**config.mk**
```make
export PLATFORM = sky130hd
export DESIGN_NAME = markup_text_extractor_top
export DESIGN_NICKNAME = d
export VERILOG_FILES = /design/src/rtl/core/mte_pkg.sv /design/src/rtl/core/mte_scan.sv /design/src/rtl/core/mte_out_fifo.sv /design/src/rtl/core/markup_text_extractor_top.sv
export SDC_FILE = /design/constraint.sdc
export NUM_CORES = 1
export LEC_CHECK = 0
export BUFFER_PORTS_ARGS = -buffer_cell sky130_fd_sc_hd__buf_4
export CAP_MARGIN = 30
export CORE_ASPECT_RATIO = 1.2
export CORE_MARGIN = 4
export CORE_UTILIZATION = 25
export CTS_CLUSTER_SIZE = 12
export DETAILED_ROUTE_END_ITERATION = 10
export GPL_TIMING_DRIVEN = 0
export PLACE_DENSITY_LB_ADDON = 0.25
export SYNTH_ARGS = -nofsm -noshare
export SYNTH_HDL_FRONTEND = slang
export SYNTH_SLANG_ARGS = --single-unit
```
**constraint.sdc**
```tcl
create_clock -name clk -period 2.9 [get_ports clk]
set_clock_uncertainty 0.1 [all_clocks]
set_input_delay 0.87 -clock clk [delete_from_list [all_inputs] [get_ports clk]]
set_output_delay 0.87 -clock clk [all_outputs]
set_load 0.05 [all_outputs]
```
**src/rtl/core/mte_pkg.sv**
```systemverilog
// mte_pkg: shared types, character codes and helpers for the markup text extractor
// used by mte_scan, mte_out_fifo and markup_text_extractor_top; no dependencies
package mte_pkg;

    localparam logic [7:0] CH_LT    = 8'h3C;
    localparam logic [7:0] CH_GT    = 8'h3E;
    localparam logic [7:0] CH_SPACE = 8'h20;
    localparam logic [7:0] CH_TAB   = 8'h09;
    localparam logic [7:0] CH_CR    = 8'h0D;
    localparam logic [7:0] CH_NUL   = 8'h00;

    // tag names, oldest byte in the top bits
    localparam logic [55:0] OPEN_SCRIPT  = "<script";
    localparam logic [47:0] OPEN_STYLE   = "<style";
    localparam logic [63:0] CLOSE_SCRIPT = "</script";
    localparam logic [55:0] CLOSE_STYLE  = "</style";

    localparam int unsigned WIN_DEPTH   = 8;
    localparam logic [3:0]  SEEN_MAX    = 4'd9;
    localparam logic [3:0]  SEEN_SCRIPT = 4'd9;
    localparam logic [3:0]  SEEN_STYLE  = 4'd7;
    localparam int unsigned OUT_DEPTH   = 4;

    typedef struct packed {
        logic [7:0] out_char;
        logic       run_last;
    } ent_t;

    // results of one byte: cnt words, ent0 first
    typedef struct packed {
        logic [1:0] cnt;
        ent_t       ent0;
        ent_t       ent1;
    } res_t;

    function automatic logic [7:0] fold_case(input logic [7:0] b);
        logic [7:0] r;
        r = b;
        if (b >= 8'h41 && b <= 8'h5A)
        begin
            r = b + 8'd32;
        end
        return r;
    endfunction

    function automatic logic is_white(input logic [7:0] b);
        return (b == CH_SPACE) || (b >= CH_TAB && b <= CH_CR);
    endfunction

endpackage

```
**src/rtl/core/mte_scan.sv**
```systemverilog
// mte_scan: per-byte tag/script/style tracking, whitespace collapsing and result forming
// depends on mte_pkg
module mte_scan (
    input  logic            clk,
    input  logic            rst_n,
    input  logic            fire,
    input  logic [7:0]      text_byte,
    input  logic            end_of_text,
    output mte_pkg::res_t   res
);

    logic [7:0] win_reg [mte_pkg::WIN_DEPTH];
    logic [7:0] fw [mte_pkg::WIN_DEPTH];
    logic [3:0] seen_reg;
    logic       tag_reg;
    logic       script_reg;
    logic       style_reg;
    logic       pend_reg;
    logic       emitted_reg;

    logic       tag_next;
    logic       script_next;
    logic       style_next;
    logic       pend_next;
    logic       emitted_next;

    logic       is_lt;
    logic       is_gt;
    logic       is_sp;
    logic       hit_open_script;
    logic       hit_open_style;
    logic       hit_close_script;
    logic       hit_close_style;
    logic       script_mid;
    logic       style_mid;

    always_comb
    begin
        for (int i = 0; i < mte_pkg::WIN_DEPTH; i++)
        begin
            fw[i] = mte_pkg::fold_case(win_reg[i]);
        end
    end

    assign is_lt = (text_byte == mte_pkg::CH_LT);
    assign is_gt = (text_byte == mte_pkg::CH_GT);
    assign is_sp = (text_byte == mte_pkg::CH_SPACE);

    assign hit_open_script  = ({fw[6], fw[5], fw[4], fw[3], fw[2], fw[1], fw[0]}
                               == mte_pkg::OPEN_SCRIPT);
    assign hit_open_style   = ({fw[5], fw[4], fw[3], fw[2], fw[1], fw[0]}
                               == mte_pkg::OPEN_STYLE);
    assign hit_close_script = ({fw[7], fw[6], fw[5], fw[4], fw[3], fw[2], fw[1], fw[0]}
                               == mte_pkg::CLOSE_SCRIPT);
    assign hit_close_style  = ({fw[6], fw[5], fw[4], fw[3], fw[2], fw[1], fw[0]}
                               == mte_pkg::CLOSE_STYLE);

    // opening check comes before the byte itself is handled
    assign script_mid = script_reg | ((is_gt | is_sp) & hit_open_script);
    assign style_mid  = style_reg  | ((is_gt | is_sp) & hit_open_style);

    always_comb
    begin
        tag_next     = tag_reg;
        script_next  = script_mid;
        style_next   = style_mid;
        pend_next    = pend_reg;
        emitted_next = emitted_reg;
        res          = '0;
        priority if (is_lt)
        begin
            tag_next = 1'b1;
        end
        else if (is_gt)
        begin
            tag_next = 1'b0;
            if (script_mid && seen_reg >= mte_pkg::SEEN_SCRIPT && hit_close_script)
            begin
                script_next = 1'b0;
            end
            if (style_mid && seen_reg >= mte_pkg::SEEN_STYLE && hit_close_style)
            begin
                style_next = 1'b0;
            end
        end
        else if (text_byte != mte_pkg::CH_NUL && !tag_reg && !script_mid && !style_mid)
        begin
            if (mte_pkg::is_white(text_byte))
            begin
                if (emitted_reg)
                begin
                    pend_next = 1'b1;
                end
            end
            else
            begin
                emitted_next = 1'b1;
                pend_next    = 1'b0;
                if (pend_reg)
                begin
                    res.cnt           = 2'd2;
                    res.ent0.out_char = mte_pkg::CH_SPACE;
                    res.ent0.run_last = 1'b0;
                    res.ent1.out_char = text_byte;
                    res.ent1.run_last = 1'b1;
                end
                else
                begin
                    res.cnt           = 2'd1;
                    res.ent0.out_char = text_byte;
                    res.ent0.run_last = 1'b1;
                end
            end
        end
        else
        begin
            // zero byte or suppressed byte: no words
        end
    end

    always_ff @(posedge clk or negedge rst_n)
    begin
        if (!rst_n)
        begin
            for (int i = 0; i < mte_pkg::WIN_DEPTH; i++)
            begin
                win_reg[i] <= '0;
            end
            seen_reg    <= '0;
            tag_reg     <= 1'b0;
            script_reg  <= 1'b0;
            style_reg   <= 1'b0;
            pend_reg    <= 1'b0;
            emitted_reg <= 1'b0;
        end
        else if (fire)
        begin
            if (end_of_text)
            begin
                // document ends: everything back to reset, pending space dropped
                for (int i = 0; i < mte_pkg::WIN_DEPTH; i++)
                begin
                    win_reg[i] <= '0;
                end
                seen_reg    <= '0;
                tag_reg     <= 1'b0;
                script_reg  <= 1'b0;
                style_reg   <= 1'b0;
                pend_reg    <= 1'b0;
                emitted_reg <= 1'b0;
            end
            else
            begin
                for (int i = mte_pkg::WIN_DEPTH - 1; i > 0; i--)
                begin
                    win_reg[i] <= win_reg[i-1];
                end
                win_reg[0] <= text_byte;
                if (seen_reg < mte_pkg::SEEN_MAX)
                begin
                    seen_reg <= seen_reg + 4'd1;
                end
                tag_reg     <= tag_next;
                script_reg  <= script_next;
                style_reg   <= style_next;
                pend_reg    <= pend_next;
                emitted_reg <= emitted_next;
            end
        end
    end

    a_pair_starts_with_space: assert property (@(posedge clk) disable iff (!rst_n)
        (res.cnt == 2'd2) |-> (res.ent0.out_char == mte_pkg::CH_SPACE && !res.ent0.run_last))
        else $error("two results without a leading space");

    a_doc_end_clears: assert property (@(posedge clk) disable iff (!rst_n)
        (fire && end_of_text) |=> (seen_reg == 4'd0 && !emitted_reg && !pend_reg))
        else $error("state not cleared after end of text");

    a_pending_needs_emit: assert property (@(posedge clk) disable iff (!rst_n)
        pend_reg |-> emitted_reg)
        else $error("space pending before any visible byte");

    a_seen_saturates: assert property (@(posedge clk) disable iff (!rst_n)
        seen_reg <= mte_pkg::SEEN_MAX)
        else $error("byte count beyond saturation");

endmodule

```
**src/rtl/core/mte_out_fifo.sv**
```systemverilog
// mte_out_fifo: small queue, up to two words in per cycle, one out per unstalled cycle
// depends on mte_pkg
module mte_out_fifo (
    input  logic            clk,
    input  logic            rst_n,
    input  logic            push,
    input  mte_pkg::res_t   res,
    output logic            room,
    output logic            out_valid,
    input  logic            out_stall,
    output logic [7:0]      out_char,
    output logic            run_last
);

    localparam int unsigned PTR_W = $clog2(mte_pkg::OUT_DEPTH);
    localparam int unsigned CNT_W = $clog2(mte_pkg::OUT_DEPTH + 1);

    mte_pkg::ent_t     mem_reg [mte_pkg::OUT_DEPTH];
    logic [PTR_W-1:0]  wr_reg;
    logic [PTR_W-1:0]  rd_reg;
    logic [CNT_W-1:0]  cnt_reg;
    logic [CNT_W-1:0]  cnt_next;
    logic [1:0]        push_n;
    logic              pop;

    assign push_n    = push ? res.cnt : 2'd0;
    assign pop       = out_valid && !out_stall;
    assign out_valid = (cnt_reg != '0);
    assign out_char  = mem_reg[rd_reg].out_char;
    assign run_last  = mem_reg[rd_reg].run_last;
    // two free words before the next byte may go through
    assign room      = (cnt_reg <= CNT_W'(mte_pkg::OUT_DEPTH - 2));
    assign cnt_next  = cnt_reg + CNT_W'(push_n) - CNT_W'(pop);

    always_ff @(posedge clk)
    begin
        if (push_n != 2'd0)
        begin
            mem_reg[wr_reg] <= res.ent0;
        end
        if (push_n == 2'd2)
        begin
            mem_reg[wr_reg + PTR_W'(1)] <= res.ent1;
        end
    end

    always_ff @(posedge clk or negedge rst_n)
    begin
        if (!rst_n)
        begin
            wr_reg  <= '0;
            rd_reg  <= '0;
            cnt_reg <= '0;
        end
        else
        begin
            wr_reg  <= wr_reg + PTR_W'(push_n);
            rd_reg  <= rd_reg + PTR_W'(pop);
            cnt_reg <= cnt_next;
        end
    end

    a_no_overflow: assert property (@(posedge clk) disable iff (!rst_n)
        (push_n != 2'd0) |-> room)
        else $error("result queue written without room");

    a_count_bound: assert property (@(posedge clk) disable iff (!rst_n)
        cnt_reg <= CNT_W'(mte_pkg::OUT_DEPTH))
        else $error("result queue count out of range");

    a_count_track: assert property (@(posedge clk) disable iff (!rst_n)
        1'b1 |=> (cnt_reg == $past(cnt_next)))
        else $error("result queue count mismatch");

endmodule

```
**src/rtl/core/markup_text_extractor_top.sv**
```systemverilog
// markup_text_extractor_top: streams markup bytes in, visible text words out
// depends on mte_pkg, mte_scan and mte_out_fifo
//
// input channel: in_valid/in_stall with text_byte and end_of_text; a byte is taken on
// a rising edge with in_valid high and in_stall low. end_of_text marks the last byte
// of a document, after which all scanner state returns to its reset value.
// output channel: out_valid/out_stall with out_char and run_last; each input byte yields
// zero, one or two words (a collapsed space, then the visible byte); run_last is set
// on the last word a byte produced.
// order: a byte is loaded into the input register when it is accepted, and its words
// are written into the result queue when the held byte fires, which needs room in the
// queue; the first word is then offered on the output from the queue.
// throughput: one byte per cycle while the receiver keeps up; bytes yielding two words
// are bounded by the single output port at one word per cycle, and the four-word
// result queue lets the next byte through only while two words of room remain.
// receiver stall: words wait in the queue; once fewer than two words of room remain,
// in_stall rises while a byte is held and the input register keeps that byte.
// reset: rst_n is asynchronous, empties the queue and clears all scanner state.
module markup_text_extractor_top (
    input  logic        clk,
    input  logic        rst_n,
    input  logic        in_valid,
    output logic        in_stall,
    input  logic [7:0]  text_byte,
    input  logic        end_of_text,
    output logic        out_valid,
    input  logic        out_stall,
    output logic [7:0]  out_char,
    output logic        run_last
);

    logic           in_vld_reg;
    logic [7:0]     byte_reg;
    logic           eot_reg;
    logic           room;
    logic           fire;
    logic           take;
    mte_pkg::res_t  res;

    assign fire     = in_vld_reg && room;
    assign in_stall = in_vld_reg && !room;
    assign take     = in_valid && !in_stall;

    always_ff @(posedge clk or negedge rst_n)
    begin
        if (!rst_n)
        begin
            in_vld_reg <= 1'b0;
        end
        else
        begin
            in_vld_reg <= take || (in_vld_reg && !fire);
        end
    end

    always_ff @(posedge clk)
    begin
        if (take)
        begin
            byte_reg <= text_byte;
            eot_reg  <= end_of_text;
        end
    end

    mte_scan u_scan (
        .clk         (clk),
        .rst_n       (rst_n),
        .fire        (fire),
        .text_byte   (byte_reg),
        .end_of_text (eot_reg),
        .res         (res)
    );

    mte_out_fifo u_out (
        .clk       (clk),
        .rst_n     (rst_n),
        .push      (fire),
        .res       (res),
        .room      (room),
        .out_valid (out_valid),
        .out_stall (out_stall),
        .out_char  (out_char),
        .run_last  (run_last)
    );

    a_held_byte_stable: assert property (@(posedge clk) disable iff (!rst_n)
        (in_vld_reg && !fire) |=> (in_vld_reg && $stable(byte_reg) && $stable(eot_reg)))
        else $error("held input byte changed before processing");

    a_stall_only_when_full: assert property (@(posedge clk) disable iff (!rst_n)
        in_stall |-> (in_vld_reg && !room))
        else $error("input stalled with room available");

    a_no_result_when_idle: assert property (@(posedge clk) disable iff (!rst_n)
        (!in_vld_reg && !out_valid) |=> !out_valid || $past(fire))
        else $error("result appeared without a processed byte");

endmodule
```
# ---- After elaboration in Yosys (flattened, before gate mapping)
# Memories as Yosys holds them, arrays and structs flattened.
# Cells that the tools add are included.
dict set report word_totals {
  regBits 90
  latchBits 0
  mem_bits_ro 0
  n_memories 1
  mem_bits_rw 36
}
dict set report op_classes {
  n_lt_le_gt_ge 22
  shift 0
  n_mul 0
  addsub 14
  bitwise 5
  n_eq_ne 12
  mux 44
  reduce_logical 40
  div_mod_pow 0
}
# name words word_bits read_ports rd_clocked_by_memory_dff wr line_no
set memory_table {}
lappend memory_table {u_out.mem_reg 4 9 1 0 2 mte_out_fifo.sv:18} ;# mte_pkg::ent_t mem_reg [mte_pkg::OUT_DEPTH];
# op count
set ops {}
lappend ops {{$eq 56x54->1 const B} 2}
lappend ops {{$mux 20} 4}
lappend ops {{$add 8x6->8 const B} 8}
lappend ops {{$eq 64x62->1 const B} 1}
lappend ops {{$ge 8x7->1 const B} 8}
lappend ops {{$le 8x7->1 const B} 8}
lappend ops {{$mux 64} 1}
lappend ops {{$mux 8} 8}
lappend ops {{$eq 48x46->1 const B} 1}
lappend ops {{$mux 1} 26}
lappend ops {{$eq 8x6->1 const B} 3}
lappend ops {{$logic_and 1x1->1} 21}
lappend ops {{$mux 11} 1}
lappend ops {{$reduce_and 5->1} 2}
lappend ops {{$mux 9} 1}
lappend ops {{$ge 8x4->1 const B} 1}
lappend ops {{$le 8x4->1 const B} 1}
lappend ops {{$mux 4} 2}
lappend ops {{$reduce_bool 8->1} 1}
lappend ops {{$logic_not 1->1} 7}
lappend ops {{$ne 2x2->1 const B} 3}
lappend ops {{$reduce_bool 2->1} 3}
lappend ops {{$reduce_bool 3->1} 2}
lappend ops {{$add 4x1->4 const B} 1}
lappend ops {{other kinds (16)} 21}

# ---- Depth between registers and ports, before layout
dict set report depth {
  ltp_word 16
  mapped_depth 11
}

# ---- By module
# A second synthesis with hierarchy kept.
dict set report unflattened {
  hier_cells 608
  area_unflattened_um2 6705.2
}
# mod cells_each area_per_inst_um2 instances
set modules_own_cells {}
lappend modules_own_cells {mte_scan 461 4110.2 1}
lappend modules_own_cells {mte_out_fifo 132 2260.9 1}
lappend modules_own_cells {markup_text_extractor_top 15 334.1 1}

# ---- Worst setup path before layout
# OpenSTA, ideal clock, no wires.
dict set report synth_path {
  kind {reg2reg}
  startpoint {register byte_reg[5]}
  endpoint {register u_out.cnt_reg[2]}
  path_stages_with_launch 10
  path_buffers 1
  setup_time_ns 0.123
  setup_slack_ns 0.114
  t_required_ns 2.677
  arrival_ns 2.563
  cell_sequence {edfxtp_1 -> clkbuf_1 -> or4b_2 -> a21oi_1 -> o21ai_0 -> nand4_1 -> ha_1 -> fa_1 -> xor2_1 -> xnor2_1}
}
dict set report synth_between {
  elab_chain_cells 13
  elab_cells_between_ends 25
  classes_between {add/sub: 2; order compare: 2; eq/ne: 3; mux: 5; bitwise: 5; reduce/logical: 8}
}
# element line_no
set synth_lines {}
lappend synth_lines {{start, declared} markup_text_extractor_top.sv:33} ;# logic [7:0] byte_reg;
lappend synth_lines {{start signal, assigned} markup_text_extractor_top.sv:60} ;# byte_reg <= text_byte;
lappend synth_lines {{$eq 8x6->1, on equally long branches} {mte_scan.sv:46, mte_pkg.sv:47, mte_scan.sv:47}}
lappend synth_lines {{$or 1x1->1} {mte_scan.sv:59, mte_scan.sv:60}}
lappend synth_lines {{$and 1x1->1} mte_scan.sv:59} ;# assign script_mid = script_reg | ((is_gt | is_sp) & hit_open_script);
lappend synth_lines {{$or 1x1->1} mte_scan.sv:59}
lappend synth_lines {{$logic_not 1->1} mte_scan.sv:86} ;# else if (text_byte != mte_pkg::CH_NUL && !tag_reg && !script_mid && !style_mid)
lappend synth_lines {{$logic_and 1x1->1 (2 in a row)} mte_scan.sv:86}
lappend synth_lines {{$mux 20} mte_scan.sv:86}
lappend synth_lines {{$mux 20} mte_scan.sv:74} ;# else if (is_gt)
lappend synth_lines {{$mux 20 *} mte_scan.sv:70} ;# priority if (is_lt)
lappend synth_lines {{$mux 2 *} mte_out_fifo.sv:26} ;# assign push_n = push ? res.cnt : 2'd0;
lappend synth_lines {{$add 3x2->3 *} mte_out_fifo.sv:33} ;# assign cnt_next = cnt_reg + CNT_W'(push_n) - CNT_W'(pop);
lappend synth_lines {{$sub 3x1->3 *} mte_out_fifo.sv:33}
lappend synth_lines {{net u_out.cnt_next[2]} mte_out_fifo.sv:22} ;# logic [CNT_W-1:0] cnt_next;
lappend synth_lines {{end signal, assigned} mte_out_fifo.sv:59} ;# cnt_reg <= cnt_next;
lappend synth_lines {{end, declared} mte_out_fifo.sv:21} ;# logic [CNT_W-1:0] cnt_reg;
# Mark *: on every way through the listed nets, which the timed path passes. The rest lies on a longest branch.
# A chain may end at the register's enable or synchronous reset.

# ---- Final worst setup path
dict set report layout_path {
  startpoint {register u_out.rd_reg[0]}
  endpoint {output port out_char[6]}
}
dict set report layout_between {
  elab_chain_cells 1
}
# element line_no
set layout_lines {}
lappend layout_lines {{start, declared} mte_out_fifo.sv:20} ;# logic [PTR_W-1:0] rd_reg;
lappend layout_lines {{start signal, assigned} mte_out_fifo.sv:58} ;# rd_reg <= rd_reg + PTR_W'(pop);
lappend layout_lines {{$mem_v2 4x9} n/a}
lappend layout_lines {{end, declared} markup_text_extractor_top.sv:28} ;# output logic [7:0] out_char,
# Every way passes these cells.

==> results.py <==
metrics = {
    "routing": {
        "drc": 0,
        "via_per_inst": 4.571,
        "vias": 4416,
        "ant_nets": 0,
        "wl_um": 15620,
        "firstDrtPassIters": 4,
        "drtIter0Drc": 267,
        "wl_per_cell_um": 16.17,
    },
    "worst_setup_path": {
        "r2r_setup_slack_ns": 0.14,
        "worstSetupEndpointType": "output pin",
        "cp.arrival_ns": 1.79,
        "crit_type": "reg2out",
        "crit_required_ns": 1.93,
        "crit_fanout": 9,
        "startpoint_type": "flop",
    },
    "floorplanning": {
        "num_rows": 62,
        "io_pins": 24,
        "coreArea_mm2": 0.02413,
        "die_width_um": 151.4,
        "fp.dieH_um": 180.0,
        "initial_utilization_pct": 25.55,
        "dieArea_mm2": 0.02725,
    },
    "synth": {
        "yosysWarnings": 0,
        "async_flop_share_pct": 64.29,
        "synth-edff-count": 45,
        "ys_ff_latch": 126,
        "syn-instance-count": 585,
        "netlist_area_mm2": 0.006165,
        "syn_area_per_cell_um2": 10.54,
        "ys_seq_area_share_pct": 54.80,
        "synth_ff_type": "dfrtp_1",
        "synth_nets": 614,
        "yosysUniqueCellTypes": 55,
    },
    "pwr": {
        "cell_internal_pwr_w": 0.004462,
        "p_total_w": 0.007435,
        "power_frac_seq_pct": 38.4,
        "pwr-share-comb_pct": 33.7,
        "vdd_drop_max_mv": 0.3926,
        "pwr_density_cell_mw_per_mm2": 996.6,
        "p_leak_nw": 3.181,
        "swShare_pct": 39.99,
        "pwr-share-clk_pct": 27.9,
        "p_sw_w": 0.002973,
    },
    "grt": {
        "grtUsageTotal_pct": 12.09,
        "antenna_found_initial": 0,
        "grt_max_degree": 58,
        "grt_pass1_vias": 4615,
        "grt_overflow": 0,
        "grt_pass1_wl_um": 25720,
    },
    "final_layout": {
        "fill_cells": 2491,
        "layout.area.seq_mm2": 0.003378,
        "largest_reg_flops": 64,
        "multi_input_area_mm2": 0.002671,
        "area_growth_pct": 21.03,
        "final_cell_mix": "nand2_1 (134), dfrtp_1 (81), nand3b_1 (65), edfxtp_1 (45), buf_4 (31)",
        "post-route-util_pct": 30.93,
        "layout_commonest_cell": "nand2_1",
        "fin_nets": 662,
        "drive_above_1_share_pct": 14.40,
        "diodes": 0,
    },
    "clock_tree": {
        "cts_sinks": 126,
        "clk_pin_slew_ns": 0.06,
        "worstSkewPairLatency_ns": 0.43,
        "cts_tree": "built",
        "cts_max_path_buffers": 2,
        "htree_levels": 4,
        "cts_buffers": 17,
        "cts_hold_buffers": 0,
        "cts_root_buffer": "clkbuf_16",
    },
    "hold_path": {
        "hp-class": "in2async",
    },
    "placed_design": {
        "numPortBuffers": 23,
        "place_congestion": 0.7334,
        "dp_hpwl_um": 10780,
    },
    "timing": {
        "fmax_ghz": 0.3619,
        "slew_headroom_pct": 38.55,
        "worst_slew_pin_slew_ns": 0.9167,
        "slew_violations": 0,
        "min_period_over_period_pct": 95.28,
        "hold_violations": 0,
        "fin_tns_setup_ns": 0,
        "min_period_ns": 2.763,
        "setup_viol": 0,
    },
    "run_status": {
        "status": "finished clean",
    },
    "flow_run": {
        "cap_violations": 0,
    },
}
[worst paths after layout]
path	cells after the start	to	from
worst max-delay path	3	out_char[6]	u_out.rd_reg[0]
worst min-delay path	1	u_scan.win_reg[27]	rst_n
worst max register to register	8	u_out.cnt_reg[2]	byte_reg[5]
worst min register to register	2	u_scan.win_reg[4]	u_scan.win_reg[4]
max in group asynchronous	2	in_vld_reg	rst_n
min in group clk	2	u_scan.win_reg[4]	u_scan.win_reg[4]
[cells by family after synthesis]
kind of cell             after synthesis  share of synthesized area (%)
AND/OR/NAND/NOR                      329                          28.84
flip-flops                           126                          54.80
AO/OA/AOI/OAI                         52                          6.069
buffers and inverters                 48                          2.923
adder cells (fa/ha/maj)               16                          3.369
multiplexers                           9                          3.288
XOR/XNOR                               5                         0.7105
[per-stage QoR]
stage               area (µm²)  std cells  worst slack (ns)  hold slack (ns)
CTS                       7411        965           0.01600           0.2573
global route              7461        966        -0.0006435           0.2711
floorplan                 6165        585            0.1142           0.3298
finish                    7461        966            0.1370           0.2560
global placement          6738        928           -0.7570           0.3515
detailed placement        6790        931           -0.3218           0.3553
[final cells by class]
type	instances	area share, %
buffer	27	1.476
sequential	126	45.28
clock buffer	19	5.937
inverter	18	0.9056
tap	320	5.366
timing repair buffer	32	3.488
clock inverter	13	1.744
multi-input combinational	411	35.80
[timing repair]
| action | in CTS | in global routing |
|---|---|---|
| gates resized for setup | 8 | 11 |
| setup endpoints to repair | 44 | 12 |
| gates cloned | 0 | 0 |
| setup buffers | 4 | 2 |
| pin swaps | 1 | 3 |
[synth_stat cells, drive strengths merged (8+ instances only)]
library cell / number / share of area [%]
nand4: 9 / 0.91
dfrtp: 81 / 33
inv: 18 / 1.1
clkbuf: 28 / 1.7
edfxtp: 45 / 22
nor4: 10 / 1.0
nor2: 28 / 1.7
nand3b: 65 / 7.9
nand3: 8 / 0.65
a21oi: 12 / 0.97
and2: 30 / 3.0
nand2: 134 / 8.2
ha: 15 / 3.0
mux4: 9 / 3.3
[worst max-delay path: stages, from the launching register on]
cell and delay (ns):
dfrtp_1 0.34, clkbuf_4 0.26, mux4_2 0.55, buf_4 0.21
[power groups by stage]
stage / Clock (W) / Combinational [W] / Sequential (W)
after floorplan: 0 / 0.00183 / 0.00265
after CTS: 0.00213 / 0.00255 / 0.00284
after detailed placement: 0 / 0.00255 / 0.00284
after global placement: 0 / 0.00250 / 0.00284
after global routing: 0.00221 / 0.00282 / 0.00292
final: 0.00208 / 0.00250 / 0.00286
[per-layer routing]
layer | part of all wire [%] | wire length [µm] | vias to the layer above | global-route usage [%]
li1 | - | - | 2187 | -
met1 | 46 | 7164 | 2135 | 16.04
met2 | 49 | 7678 | 72 | 19.52
met3 | 3.3 | 522 | 22 | 2.792
met4 | 1.6 | 255 | 0 | 3.701
met5 | 0 | 0 | - | 0
No activity file was read; power rests on OpenSTA's default activity.
